[config.mk]
export PLATFORM = sky130hd
export DESIGN_NAME = bdbe_div
export DESIGN_NICKNAME = d
export VERILOG_FILES = /design/src/rtl/core/bdbe_pkg.sv /design/src/rtl/core/bdbe_div.sv
export SDC_FILE = /design/constraint.sdc
export NUM_CORES = 2
export LEC_CHECK = 0
export BUFFER_PORTS_ARGS = -buffer_cell sky130_fd_sc_hd__buf_2
export CORE_MARGIN = 5
export CORE_UTILIZATION = 32
export CTS_CLUSTER_SIZE = 20
export DETAILED_ROUTE_END_ITERATION = 7
export SLEW_MARGIN = 30
export SYNTH_ARGS = -nofsm -noshare
export SYNTH_HDL_FRONTEND = slang
export SYNTH_SLANG_ARGS = --single-unit
[constraint.sdc]
create_clock -name clk_i -period 3.95 [get_ports clk_i]
set_input_delay 0.5925 -clock clk_i [delete_from_list [all_inputs] [get_ports clk_i]]
set_output_delay 0.5925 -clock clk_i [all_outputs]
set_load 0.02 [all_outputs]
[src/rtl/core/bdbe_pkg.sv]
// Shared types, constants and arithmetic helpers for the Burley diffuse BRDF evaluator.
// No dependencies; used by bdbe_div and burley_diffuse_brdf_eval.
package bdbe_pkg;

  // Fixed-point constants
  localparam logic [15:0] DIR_ONE    = 16'd16384;
  localparam logic [28:0] INV_PI_Q30 = 29'd341782638;

  // Divider geometry: dividend is dd >> 12, divisor is |s|^2
  localparam int unsigned Q_W        = 16;
  localparam int unsigned REM_W      = 50;
  localparam int unsigned N_W        = 32;
  localparam int unsigned DIV_STAGES = Q_W;

  // Pipeline stage map
  localparam int unsigned DIV_FIRST  = 5;
  localparam int unsigned ST_FD90    = DIV_FIRST + DIV_STAGES;
  localparam int unsigned ST_FRES    = ST_FD90 + 1;
  localparam int unsigned ST_PROD    = ST_FRES + 1;
  localparam int unsigned ST_SCALE   = ST_PROD + 1;
  localparam int unsigned ST_OUT     = ST_SCALE + 1;
  localparam int unsigned NUM_STAGES = ST_OUT + 1;

  // Configuration register indexes
  typedef enum logic [1:0] {
    REG_BASE_RED   = 2'd0,
    REG_BASE_GREEN = 2'd1,
    REG_BASE_BLUE  = 2'd2,
    REG_ROUGHNESS  = 2'd3
  } reg_idx_e;

  // Sideband that rides along the divider stages
  typedef struct packed {
    logic        blk;
    logic        c2_zero;
    logic        c2_sat;
    logic [16:0] wl;
    logic [16:0] wv;
  } side_t;

  // Saturate a Q1.14 component to [-1, 1]
  function automatic logic signed [15:0] sat_dir(input logic signed [15:0] v);
    logic signed [15:0] r;
    r = v;
    if (v > 16'sd16384) r = 16'sd16384;
    if (v < -16'sd16384) r = -16'sd16384;
    return r;
  endfunction

  // F = 1 + (fd90 - 1) * w, product scaled down with truncation toward zero
  function automatic logic [18:0] fresnel_q16(input logic [18:0] fd90, input logic [16:0] w);
    logic signed [19:0] diff;
    logic signed [37:0] prod;
    logic signed [37:0] adj;
    logic signed [37:0] q;
    diff = $signed({1'b0, fd90}) - 20'sd65536;
    prod = 38'(diff) * 38'($signed({1'b0, w}));
    adj  = prod[37] ? prod + 38'sd65535 : prod;
    q    = adj >>> 16;
    return 19'(q + 38'sd65536);
  endfunction

endpackage

[src/rtl/core/bdbe_div.sv]
// Pipelined restoring divider, one quotient bit per stage, for the cos^2 term.
// Depends on bdbe_pkg; stage enables come from the owner's valid chain.
module bdbe_div (
  input  logic                             clk_i,
  input  logic [bdbe_pkg::DIV_STAGES-1:0]  en_i,
  input  logic [bdbe_pkg::REM_W-1:0]       dividend_i,
  input  logic [bdbe_pkg::N_W-1:0]         divisor_i,
  input  bdbe_pkg::side_t                  side_i,
  output logic [bdbe_pkg::Q_W-1:0]         quot_o,
  output bdbe_pkg::side_t                  side_o
);

  logic [bdbe_pkg::REM_W-1:0] rem_q  [bdbe_pkg::DIV_STAGES];
  logic [bdbe_pkg::N_W-1:0]   n_q    [bdbe_pkg::DIV_STAGES];
  logic [bdbe_pkg::Q_W-1:0]   q_q    [bdbe_pkg::DIV_STAGES];
  bdbe_pkg::side_t            side_q [bdbe_pkg::DIV_STAGES];

  for (genvar i = 0; i < bdbe_pkg::DIV_STAGES; i++) begin : g_stg
    localparam int unsigned B = bdbe_pkg::Q_W - 1 - i;
    logic [bdbe_pkg::REM_W-1:0] rem_in, shifted, rem_d;
    logic [bdbe_pkg::N_W-1:0]   n_in;
    logic [bdbe_pkg::Q_W-1:0]   q_in, q_d;
    bdbe_pkg::side_t            s_in;
    logic                       ge;

    if (i == 0) begin : g_first
      assign rem_in = dividend_i;
      assign n_in   = divisor_i;
      assign q_in   = '0;
      assign s_in   = side_i;
    end else begin : g_next
      assign rem_in = rem_q[i-1];
      assign n_in   = n_q[i-1];
      assign q_in   = q_q[i-1];
      assign s_in   = side_q[i-1];
    end

    // trial subtract of divisor aligned to this quotient bit
    assign shifted = bdbe_pkg::REM_W'(n_in) << B;
    assign ge      = rem_in >= shifted;
    always_comb begin
      q_d    = q_in;
      q_d[B] = ge;
      rem_d  = ge ? rem_in - shifted : rem_in;
    end

    always_ff @(posedge clk_i) begin
      if (en_i[i]) begin
        rem_q[i]  <= rem_d;
        n_q[i]    <= n_in;
        q_q[i]    <= q_d;
        side_q[i] <= s_in;
      end
    end
  end

  assign quot_o = q_q[bdbe_pkg::DIV_STAGES-1];
  assign side_o = side_q[bdbe_pkg::DIV_STAGES-1];

endmodule

==> results by group <==
Outcome
  • Outcome: completed

Setup path
  • Crit path launch type: flop
  • Arrival time worst endpoint: 4440 ps
  • Critical path class: flop to flop
  • Critical Path Fanout Max: 7
  • CP peak stage delay: 400 ps
  • Delay-heaviest family, CP: compound AO/OA/AOI/OAI gates
  • Required time of the critical path: 4510 ps
  • Reg2reg start: rem_q[0][112]
  • Worst R2R Setup Slack: 80 ps
  • Slowest CP cell: edfxtp_1
  • Worst reg2reg path depth: 16
  • CP endpoint kind: flop
  • WP buf/inv: 5
  • CP cell instances: inv_1 > ha_2 > inv_2 > fa_2 > a211o_1 > a2111oi_4 > nor2_2 > a311oi_2 > buf_4 > o41ai_4 > a221oi_2 > o21ai_1 > nand3b_1 > buf_6 > buf_12 > mux2_4
  • R2R Path End: rem_q[0][184]

Clock tree
  • Clk slew on worst S/H paths: 60 ps
  • Num CTS Buffers: 207
  • Clk root buf: clkbuf_16
  • Clock sinks: 1958
  • Clock Tree Buf Depth: 4
  • Clock latency at the later pin of the worst-skew pair: 910 ps
  • CTS tree: built
  • H-tree Lvls: 4

Placed design
  • Final HPWL DP: 162000 um
  • Placed Cells: 11933
  • PortBufs: 188
  • GPL Wtd Cong: 0.961
  • DP Worst Slack: -174 ps

Routing
  • Antenna-violating nets left: 0
  • DR vias/cell: 4.83
  • Drt wl/cell: 17.0 um
  • Post-route DRC violation count: 0
  • Number of DRC markers in iteration 0: 3515
  • Via count: 59997
  • 1st-pass router iterations: 6
  • Drt total wl: 212000 um

Global route
  • Largest net degree at the start of global routing: 127
  • Vias in the first global route: 61004
  • Initial antenna violation count: 6
  • First-pass GRT wire length: 335000 um
  • Total GRT Usage: 13.4%
  • Remaining global-route overflow: 0

Floorplanning
  • DIE WIDTH: 556 um
  • FP Rows: 200
  • Initial Utilization: 32.2%
  • Total core area: 0.297 mm^2
  • Die area: 0.309 mm^2
  • Die Y-Extent: 556 um
  • I/O pin cnt: 189

STA
  • Max Fclk: 258 MHz
  • Worst slew margin: 44.1%
  • Slew Limit Fails: 0
  • Worst slew pin tran: 827 ps
  • Clock Skew: 105 ps
  • RSZ-0062 raised after global routing: yes
  • Final min period: 3870 ps
  • Final Hold Viols: 0
  • Final period util: 98.1%
  • Final WS setup: 76.0 ps
  • Finish-stage setup viols: 0

Yosys
  • Synth cell types: 98
  • Post-synth EDFFs: 1958
  • Mean Syn Cell Area: 12.3 um^2
  • Post-synth top area share: 61.6%
  • Syn nets: 8402
  • Ys flop type: edfxtp_1
  • Yosys reg bits: 1958
  • Area leader, netlist: edfxtp_1
  • Synth warn: 0
  • Top post-synthesis cells by area: edfxtp_1 (62%), ha_1 (6.7%), a21oi_1 (3.6%)
  • Post-synthesis cell area: 0.0954 mm^2
  • Share of the yosys chip area belonging to registers: 61.6%
  • Mapped Cells: 7739
  • Share of synthesized registers carrying an async set or reset: 0%

Finish
  • Fin cells: 12425
  • Most frequent cells in the layout: edfxtp_1 (1958), a21oi_1 (669), inv_1 (655)
  • Commonest non-fill, non-tap cell in the layout: edfxtp_1
  • # nets final: 8982
  • Syn-to-layout area delta: 16.6%
  • Layout cells sized above 1: 11.8%

Hold path
  • Worst min path class: input port to flop
  • Hold_sp: dividend_i[29]
  • Hold path endpoint: rem_q[0][29]
  • Hold path cells: 2

Power
  • VDD IR-drop max: 0.000341 V
  • Cell Pwr Density: 684 mW/mm^2
  • Leakage power: 0.0426 uW

Job
  • Max Cap Viol: 0
-- cell usage after synthesis (12+ instances only) --
cell type and count:
nor4b_1 12, and3_1 35, nor4_1 65, buf_2 34, mux2_2 81, a211o_1 12, and2_1 16, o2111ai_1 21
a211oi_1 55, and4_1 19, nor3b_1 12, a221oi_1 18, o21ai_0 421, o21bai_1 80, nor2_1 529, a221o_1 12
nor2b_1 50, o31ai_1 35, or3_1 39, nand4b_1 15, a21boi_0 13, inv_1 656, a21o_1 280, clkbuf_1 164
a2111oi_0 12, o211ai_1 38, o21a_1 60, edfxtp_1 1958, buf_1 15, a41oi_1 12, ha_1 512, xor2_1 253
nor3_1 125, nand2b_1 60, or2_2 19, nand2_1 528, a21oi_1 679, or4_1 13, nand4_1 117, xnor2_1 315
a31oi_1 58, fa_1 15, nand3_1 112
-- flip-flops by register name (all words and copies together) (netlist names) --
register	cells
rem_q	750
n_q	480
side_q	592
q_q	136
-- cell families after synthesis --
group	after synthesis	synth area share, %
AO/OA/AOI/OAI	1927	12.6
XOR/XNOR	568	5.21
adder cells (fa/ha/maj)	527	7.03
buffers and inverters	875	3.52
flip-flops	1958	61.6
multiplexers	90	1.07
AND/OR/NAND/NOR	1794	8.93
-- where the power goes --
part	total, uW	internal (uW)	switching, uW
sequential	30500	28200	2320
combinational	26700	11500	15200
clock	18900	11200	7700
total	76100	50900	25200
-- stage by stage --
stage	util [%]	cell area [um^2]	TNS [ps]	total power (uW)	hold slack, ps
after floorplan	-	95400	0	49100	400
after global placement	34.7	103000	-3960	56500	401
after detailed placement	34.7	103000	-2310	56900	405
after CTS	37.3	111000	-11.7	76400	3.04
after global routing	37.5	111000	-2780	81000	20.5
final	37.5	111000	0	76100	88.7
-- what timing repair did --
action	4_1_cts	5_1_grt
setup endpoints to repair	54	157
cloned	1	5
setup buffers	8	9
gates resized for setup	13	81
pin swaps	8	15
endpoints found under the hold margin	95	0
hold buffers	95	0
-- area by class of cell --
cell class              count  area, um^2
clock inverters           129        1290
well taps                3939        4930
repair buffers            588        4740
inverters                 658        2470
fillers                 28160      186000
flip-flops and latches   1958       58800
multi-input cells        4906       33600
clock buffers             237        5360
diodes                     10        25.0
-- metal layers --
layer | up-vias | wire [um] | track usage, %
li1 | 29812 | - | -
met1 | 28134 | 88200 | 16.0
met2 | 1479 | 104000 | 23.5
met3 | 572 | 7240 | 1.78
met4 | 0 | 12600 | 6.98
met5 | - | 0 | 0
-- how the worst max path moves through the flow --
stage | startpoint | endpoint | slack, ps | cells past startpoint
after floorplan | rem_q[0][112] | rem_q[0][176] | 310 | 15
after global routing | rem_q[0][112] | rem_q[0][186] | -150 | 16
after CTS | rem_q[0][112] | rem_q[0][163] | -8 | 16
after detailed placement | rem_q[0][331] | rem_q[0][368] | -170 | 12
after global placement | rem_q[0][330] | rem_q[0][368] | -220 | 12
final | rem_q[0][112] | rem_q[0][184] | 80 | 16
Power figures use the tool's default switching activity.
